**src/rtl/bdm_pkg.sv**
```systemverilog
package bdm_pkg;

    localparam int BDM_MAX_WIDTH  = 1024;
    localparam int BDM_MAX_HEIGHT = 1024;

    localparam int PIX_W     = 8;
    localparam int CFG_W     = 11;
    localparam int CFG_IDX_W = 1;
    localparam int COORD_W   = 10;

    localparam logic [CFG_W-1:0] FRAME_WIDTH_RST  = 11'd320;
    localparam logic [CFG_W-1:0] FRAME_HEIGHT_RST = 11'd200;
    localparam logic [CFG_W-1:0] FRAME_MIN        = 11'd3;

    // register indexes of the configuration port
    localparam logic [CFG_IDX_W-1:0] CFG_FRAME_WIDTH  = 1'd0;
    localparam logic [CFG_IDX_W-1:0] CFG_FRAME_HEIGHT = 1'd1;

    // Q16 luma weights, sum is 65536
    localparam int LUMA_W = 16;
    localparam logic [LUMA_W-1:0] LUMA_R = 16'd13933;
    localparam logic [LUMA_W-1:0] LUMA_G = 16'd46871;
    localparam logic [LUMA_W-1:0] LUMA_B = 16'd4732;

    // 3x3 neighborhood: rows u/m/d, columns l/k/n
    typedef struct packed {
        logic [PIX_W-1:0] ul;
        logic [PIX_W-1:0] uk;
        logic [PIX_W-1:0] un;
        logic [PIX_W-1:0] ml;
        logic [PIX_W-1:0] mk;
        logic [PIX_W-1:0] mn;
        logic [PIX_W-1:0] dl;
        logic [PIX_W-1:0] dk;
        logic [PIX_W-1:0] dn;
    } t_win;

    typedef struct packed {
        logic [PIX_W-1:0] red;
        logic [PIX_W-1:0] green;
        logic [PIX_W-1:0] blue;
        logic [PIX_W-1:0] luma;
    } t_color;

endpackage

```
**src/rtl/bdm_interp.sv**
```systemverilog
module bdm_interp
    import bdm_pkg::*;
(
    input  t_win   i_win,
    input  logic   i_x_odd,
    input  logic   i_y_odd,
    input  logic   i_border,
    output t_color o_color
);

    logic [PIX_W+1:0] diag_sum;
    logic [PIX_W+1:0] cross_sum;
    logic [PIX_W:0]   horz_sum;
    logic [PIX_W:0]   vert_sum;
    logic [PIX_W-1:0] diag;
    logic [PIX_W-1:0] cross_avg;
    logic [PIX_W-1:0] horz;
    logic [PIX_W-1:0] vert;
    logic [PIX_W-1:0] red;
    logic [PIX_W-1:0] green;
    logic [PIX_W-1:0] blue;
    logic [23:0]      luma_acc;

    assign diag_sum  = (PIX_W+2)'(i_win.ul) + (PIX_W+2)'(i_win.un)
                     + (PIX_W+2)'(i_win.dl) + (PIX_W+2)'(i_win.dn);
    assign cross_sum = (PIX_W+2)'(i_win.uk) + (PIX_W+2)'(i_win.dk)
                     + (PIX_W+2)'(i_win.ml) + (PIX_W+2)'(i_win.mn);
    assign horz_sum  = (PIX_W+1)'(i_win.ml) + (PIX_W+1)'(i_win.mn);
    assign vert_sum  = (PIX_W+1)'(i_win.uk) + (PIX_W+1)'(i_win.dk);

    // interpolated channels are forced to zero on the frame border
    assign diag      = i_border ? '0 : diag_sum[PIX_W+1:2];
    assign cross_avg = i_border ? '0 : cross_sum[PIX_W+1:2];
    assign horz      = i_border ? '0 : horz_sum[PIX_W:1];
    assign vert      = i_border ? '0 : vert_sum[PIX_W:1];

    always_comb begin
        case ({i_y_odd, i_x_odd})
            2'b00: begin   // blue site
                red = diag;  green = cross_avg; blue = i_win.mk;
            end
            2'b01: begin   // green on blue row
                red = vert;  green = i_win.mk; blue = horz;
            end
            2'b10: begin   // green on red row
                red = horz;  green = i_win.mk; blue = vert;
            end
            default: begin // red site
                red = i_win.mk; green = cross_avg; blue = diag;
            end
        endcase
    end

    assign luma_acc = 24'(LUMA_R) * 24'(red)
                    + 24'(LUMA_G) * 24'(green)
                    + 24'(LUMA_B) * 24'(blue);

    assign o_color.red   = red;
    assign o_color.green = green;
    assign o_color.blue  = blue;
    assign o_color.luma  = luma_acc[23:16];

endmodule

```
**config.mk**
```make
export PLATFORM = sky130hd
export DESIGN_NAME = bdm_interp
export DESIGN_NICKNAME = d
export VERILOG_FILES = /design/src/rtl/bdm_pkg.sv /design/src/rtl/bdm_interp.sv
export SDC_FILE = /design/constraint.sdc
export NUM_CORES = 1
export LEC_CHECK = 0
export BUFFER_PORTS_ARGS = -buffer_cell sky130_fd_sc_hd__buf_2
export CORE_ASPECT_RATIO = 0.8
export CORE_UTILIZATION = 40
export DETAILED_ROUTE_END_ITERATION = 8
export PLACE_DENSITY_LB_ADDON = 0.3
export RECOVER_POWER = 25
export SLEW_MARGIN = 20
export SYNTH_ARGS = -nofsm -noshare
export SYNTH_HDL_FRONTEND = slang
export SYNTH_SLANG_ARGS = --single-unit
```
**constraint.sdc**
```tcl
create_clock -name vclk -period 23.7
set_clock_uncertainty 0.1 [all_clocks]
set_input_delay 4.74 -clock vclk [all_inputs]
set_output_delay 4.74 -clock vclk [all_outputs]
set_load 0.1 [all_outputs]
```
Yosys cells after proc, flatten, opt, wreduce, memory -nomap -nowiden

Index checks and enable logic that the tools add are counted.

Reduce and logical (&&, ||, !) cells: 2
$mul: 3
$add $sub $neg: 10
Equal/unequal tests: 2
Multiplexer cells: 7

Operators by type and width:

| cell                  | number |
|---|---|
| $pmux 8 s3            | 2 |
| $mux 8                | 5 |
| $add 8x8->9           | 4 |
| $add 22x24->24        | 1 |
| $add 24x21->24        | 1 |
| $mul 16x8->24 const A | 1 |
| $mul 14x8->22 const A | 1 |
| $add 10x8->10         | 2 |
| $add 9x8->10          | 2 |
| $mul 11x8->19 const A | 1 |
| $eq 2x1->1 const B    | 1 |
| $eq 2x2->1 const B    | 1 |
| $logic_not 2->1       | 1 |
| $reduce_or 2->1       | 1 |

Bits of input ports: 75
Register bits: 0
Output and inout port bits: 32
Logic and storage cells: 24

Depth between registers and ports, before layout

Gate-level depths: netlist of the first run.

Depth after elaboration: 8
Depth in mapped cells: 42
Depth with buffers taken out: 41

Worst setup path before layout of the first run

No wires, ideal clock.

Path kind: input to output
Start point: input i_win[26] (netlist bit)
End point: output o_color[4] (netlist bit)
Data arrival time: 19,121 ps
Data required time: 18,860 ps
Buffers on the path: 0
Slack: -261 ps
Cell stages on the path: 31
Path through: ha_1 a21oi_1 a21oi_1 o21a_1 o21ai_0 a21boi_0 o41ai_1 ha_1 inv_1 fa_1 inv_1 fa_1 fa_1 ha_1 o21ai_0 a21boi_0 a21oi_1 or4b_2 o2111ai_1 ha_1 fa_1 inv_1 fa_1 inv_1 fa_1 ha_1 a21oi_1 o21ai_0 nand2b_1 o21a_1 o311ai_0

RTL lines:

| what            | line            | RTL |
|---|---|---|
| start, declared | bdm_interp.sv:4 | `input t_win i_win,` |
| end, declared   | bdm_interp.sv:8 | `output t_color o_color` |

==> flow_summary_export.csv, run 1 <==
group,metric,value,unit
yosys,postSynthCellCount,1038,
layout,layout.nets,1556,
grt,antenna_found_initial,0,
layout,n_antenna_cell,0,
yosys,syn_area,9270,sq um
layout,area_growth,9.57,%
timing,hold_viol,0,
detailed_routing,drc,0,
worst_hold_path,hold_path_depth,3,
layout,multi_input_area,8190,sq um
die,initial_utilization,0.410,
yosys,synth_nets,1456,
worst_setup_path,cp-start-kind,"primary input",
timing,period_share,0.868,
die,die_h,138,microns
place,dp_hpwl,22200,microns
yosys,yosys-top-cells-area,"fa_1 (37%), ha_1 (23%), inv_1 (11%), a21oi_1 (2.7%), xnor2_1 (2.0%)",
yosys,ys_top_cells_by_count,"inv_1 (273), fa_1 (172), ha_1 (171)",
layout,nClkBuffers,0,
yosys,avgSynthCellArea,8.93,sq um
yosys,yosys.area.top_type,"fa_1",
worst_setup_path,arrival,15.73,ns
detailed_routing,vias,7558,
yosys,yosysWarningCount,0,
timing,tightest_slew,1.24,ns
place,io_buffers,107,
timing,relSlewSlack,0.178,
detailed_routing,via_per_inst,5.24,
grt,grt_pass1_wl,38200,microns
timing,setup_viol,0,
worst_setup_path,worst-path-max-fanout,6,
place,dp_cells,1442,
die,io_pins,107,
worst_setup_path,worstPathRequired,18.86,ns
die,die_w,172,microns
grt,grt_usage,0.207,
yosys,synth_top_cell_area_share,0.371,
worst_setup_path,path_class,"in2out",
layout,ff_latch_area,0,sq um
clock_network,cts_hold_buf,0,
yosys,yosysSeqAreaShare,0,
detailed_routing,drtIter0Drc,462,
timing,rsz0062_at_grt,"no",
die,fp.dieArea,23800,sq um
worst_setup_path,cp_slowest_cell,"or4b_2",
detailed_routing,wl,24200,microns
layout,postLayoutCoreUtil,0.449,
place,place.gp.congestion,0.945,
outcome,outcome,"complete, no violations",
timing,fin_tns_setup,0,ns
clock_network,cts_resized,0,
worst_setup_path,cp-end-kind,"output port",
timing,slew_viol_final,0,
detailed_routing,wl_per_cell,16.8,microns
layout,fillCellCount,2275,
layout,seq_cells,0,
job,cap_violations,0,
die,core.rowCount,49,
clock_network,post_cts_buffers,0,
grt,gr-total-overflow,0,
die,core,22600,sq um
detailed_routing,ant_nets,0,
yosys,yosysUniqueCellTypes,69,
grt,grt_pass1_vias,7259,
yosys,yosysMostFrequentCell,"inv_1",
timing,timing.fmax,48.6,MHz
worst_setup_path,cp_slowest_stage_delay,0.64,ns
worst_hold_path,hold_class,"in2out",
layout,instances_no_fill,1442,
timing,fin_crit,20.57,ns
detailed_routing,firstDrtPassIters,7,
grt,grt_max_degree,30,
layout,drive_above_1_share,0.103,
worst_setup_path,cpMostUsedCell,"fa_1",
## logic make-up (layout without fill, tap and decap cells)
logic type,after synthesis,after routing,synth area share
adder cells (fa/ha/maj),343,343,0.602
buffers and inverters,287,385,0.117
AND/OR/NAND/NOR,176,176,0.0958
AO/OA/AOI/OAI,196,196,0.150
multiplexers,5,5,0.00540
XOR/XNOR,31,31,0.0293
## metal layers
layer / vias up / GRT usage / wire [microns]
li1: 3602 / - / -
met1: 3669 / 0.335 / 12000
met2: 275 / 0.296 / 10100
met3: 12 / 0.0395 / 1980
met4: 0 / 0.00745 / 159
met5: - / 0 / 0
## final timing paths
path / to / slack [ns] / start
max: o_color[7] / 3.13 / i_win[5]
min: o_color[27] / 10.15 / i_win[35]
## layout make-up
| class | instances | area share |
|---|---|---|
| inverter | 274 | 0.101 |
| multi-input combinational | 751 | 0.806 |
| tap | 306 | 0.0377 |
| timing repair buffer | 111 | 0.0547 |
## cell usage in the layout, fill, tap and decap left out, drive strengths merged, types with 4 or more instances in the layout
master | synthesis | layout
inv | 273 | 273
fa | 172 | 172
ha | 171 | 171
buf | 3 | 103
a21oi | 50 | 50
nor2 | 48 | 48
nand2 | 37 | 37
o21ai | 22 | 22
xnor2 | 21 | 21
a21o | 20 | 20
nor3 | 17 | 17
o21a | 12 | 12
nand2b | 12 | 12
nand3 | 12 | 12
xor2 | 10 | 10
and2 | 10 | 10
a22oi | 10 | 10
nand4 | 8 | 8
o211ai | 8 | 8
clkbuf | 10 | 8
a211o | 6 | 6
o21bai | 6 | 6
a22o | 5 | 5
nor2b | 5 | 5
a221oi | 5 | 5
mux2i | 5 | 5
a31oi | 5 | 5
a211oi | 4 | 4
nand3b | 4 | 4
or2 | 4 | 4
o31ai | 4 | 4
and3 | 4 | 4
a2111oi | 4 | 4
## through the flow
| stage | hold WS, ns | worst slack (ns) | instance area, sq um |
|---|---|---|---|
| 6_report | 10.15 | 3.13 | 10200 |
| 4_1_cts | 10.12 | 3.13 | 10200 |
| 3_5_place_dp | 10.12 | 3.14 | 10200 |
| 5_1_grt | 10.17 | 2.36 | 10200 |
| 3_3_place_gp | 10.12 | 3.37 | 10200 |
| 2_1_floorplan | 9.70 | 0.919 | 9270 |
## critical path, delay by kind of cell
| family | cells | cell delay [ns] |
|---|---|---|
| fa+ha+maj | 13 | 5.88 |
| compound gates | 11 | 2.81 |
| simple gates | 5 | 1.41 |
| buf+inv | 7 | 0.75 |
| xor+xnor | 1 | 0.14 |
Power of run 1 is left out: the tool's default activity adds up to more than one toggle a clock period on the data nets, which glitch-free logic cannot reach.
==> inputs of run 2 (changes only) <==
--- a/config.mk
+++ b/config.mk
@@ -6,7 +6,6 @@
 export NUM_CORES = 1
 export LEC_CHECK = 0
 export BUFFER_PORTS_ARGS = -buffer_cell sky130_fd_sc_hd__buf_2
-export CORE_ASPECT_RATIO = 0.8
 export CORE_UTILIZATION = 40
 export DETAILED_ROUTE_END_ITERATION = 8
 export PLACE_DENSITY_LB_ADDON = 0.3
==> flow_summary_export.csv, run 2 (synthesis gave the netlist of run 1 again) <==
group,metric,value,unit
layout,mostFrequentLayoutCells,"inv_1 (273), fa_1 (172), ha_1 (171)",
timing,period_share,0.865,
layout,multi_input_area,8180,sq um
worst_setup_path,cp-start-kind,"primary input",
layout,layout.nets,1555,
grt,grt_pass1_vias,7395,
layout,n_antenna_cell,0,
worst_setup_path,cp-end-kind,"output port",
timing,timing.fmax,48.8,MHz
timing,setup_viol,0,
grt,grt_usage,0.211,
detailed_routing,vias,7425,
worst_setup_path,cp_slowest_stage_delay,0.63,ns
detailed_routing,wl_per_cell,17.2,microns
layout,layout_commonest_cell,"inv_1",
worst_setup_path,cpMostUsedCell,"fa_1",
worst_setup_path,path_class,"in2out",
die,die_h,154,microns
detailed_routing,drc,0,
detailed_routing,firstDrtPassIters,5,
detailed_routing,wl,24400,microns
grt,grt_pass1_wl,39300,microns
die,initial_utilization,0.408,
die,io_pins,107,
outcome,outcome,"complete, no violations",
layout,fillCellCount,2224,
timing,slew_viol_final,0,
die,die_w,154,microns
worst_setup_path,cp_slowest_cell,"or4b_2",
clock_network,cts_hold_buf,0,
worst_setup_path,arrival,15.65,ns
timing,rsz0062_at_grt,"no",
layout,ff_latch_area,0,sq um
place,dp_hpwl,22000,microns
place,io_buffers,107,
job,cap_violations,0,
layout,drive_above_1_share,0.101,
layout,postLayoutCoreUtil,0.445,
worst_hold_path,hold_class,"in2out",
timing,relSlewSlack,0.211,
clock_network,post_cts_buffers,0,
grt,gr-total-overflow,0,
timing,fin_crit,20.49,ns
layout,seq_cells,0,
die,fp.dieArea,23800,sq um
worst_setup_path,worstPathRequired,18.86,ns
detailed_routing,via_per_inst,5.23,
clock_network,cts_resized,0,
detailed_routing,drtIter0Drc,419,
layout,area_growth,9.13,%
die,core,22700,sq um
layout,nClkBuffers,0,
grt,antenna_found_initial,0,
grt,grt_max_degree,30,
detailed_routing,ant_nets,0,
place,place.gp.congestion,0.948,
timing,hold_viol,0,
timing,fin_tns_setup,0,ns
timing,tightest_slew,1.19,ns
worst_setup_path,worst-path-max-fanout,5,
die,core.rowCount,55,
run 2: area by class of cell:
cell class	count	area share
multi-input cells	751	0.809
inverters	274	0.102
well taps	285	0.0353
repair buffers	110	0.0542
run 2: per-stage QoR:
step                      hold slack [ns]  setup slack (ns)  instance area [sq um]  instances
final                               10.17              3.21                  10100       1420
after global routing                10.18              2.48                  10100       1420
after CTS                           10.11              3.16                  10100       1420
after detailed placement            10.11              3.22                  10100       1420
after global placement              10.11              3.38                  10100       1420
after floorplan                      9.70             0.919                   9270       1038
run 2: worst max-delay path, delay by kind of cell:
| kind | cells | cell delay, ns |
|---|---|---|
| fa+ha+maj | 13 | 6.02 |
| buf+inv | 7 | 0.77 |
| simple gates | 6 | 1.14 |
| xor+xnor | 1 | 0.14 |
| compound gates | 12 | 2.82 |
run 2: metal layers:
metal,share of wire,wire length [microns],track usage
met1,0.45,11000,0.296
met2,0.47,11500,0.354
met3,0.043,1050,0.0120
met4,0.030,721,0.0529
met5,0,0,0
run 2: worst paths after layout:
kind  startpoint           to  cells after the start
max     i_win[1]   o_color[7]                     39
min    i_win[35]  o_color[27]                      3
Power of run 2 is left out for the same reason.
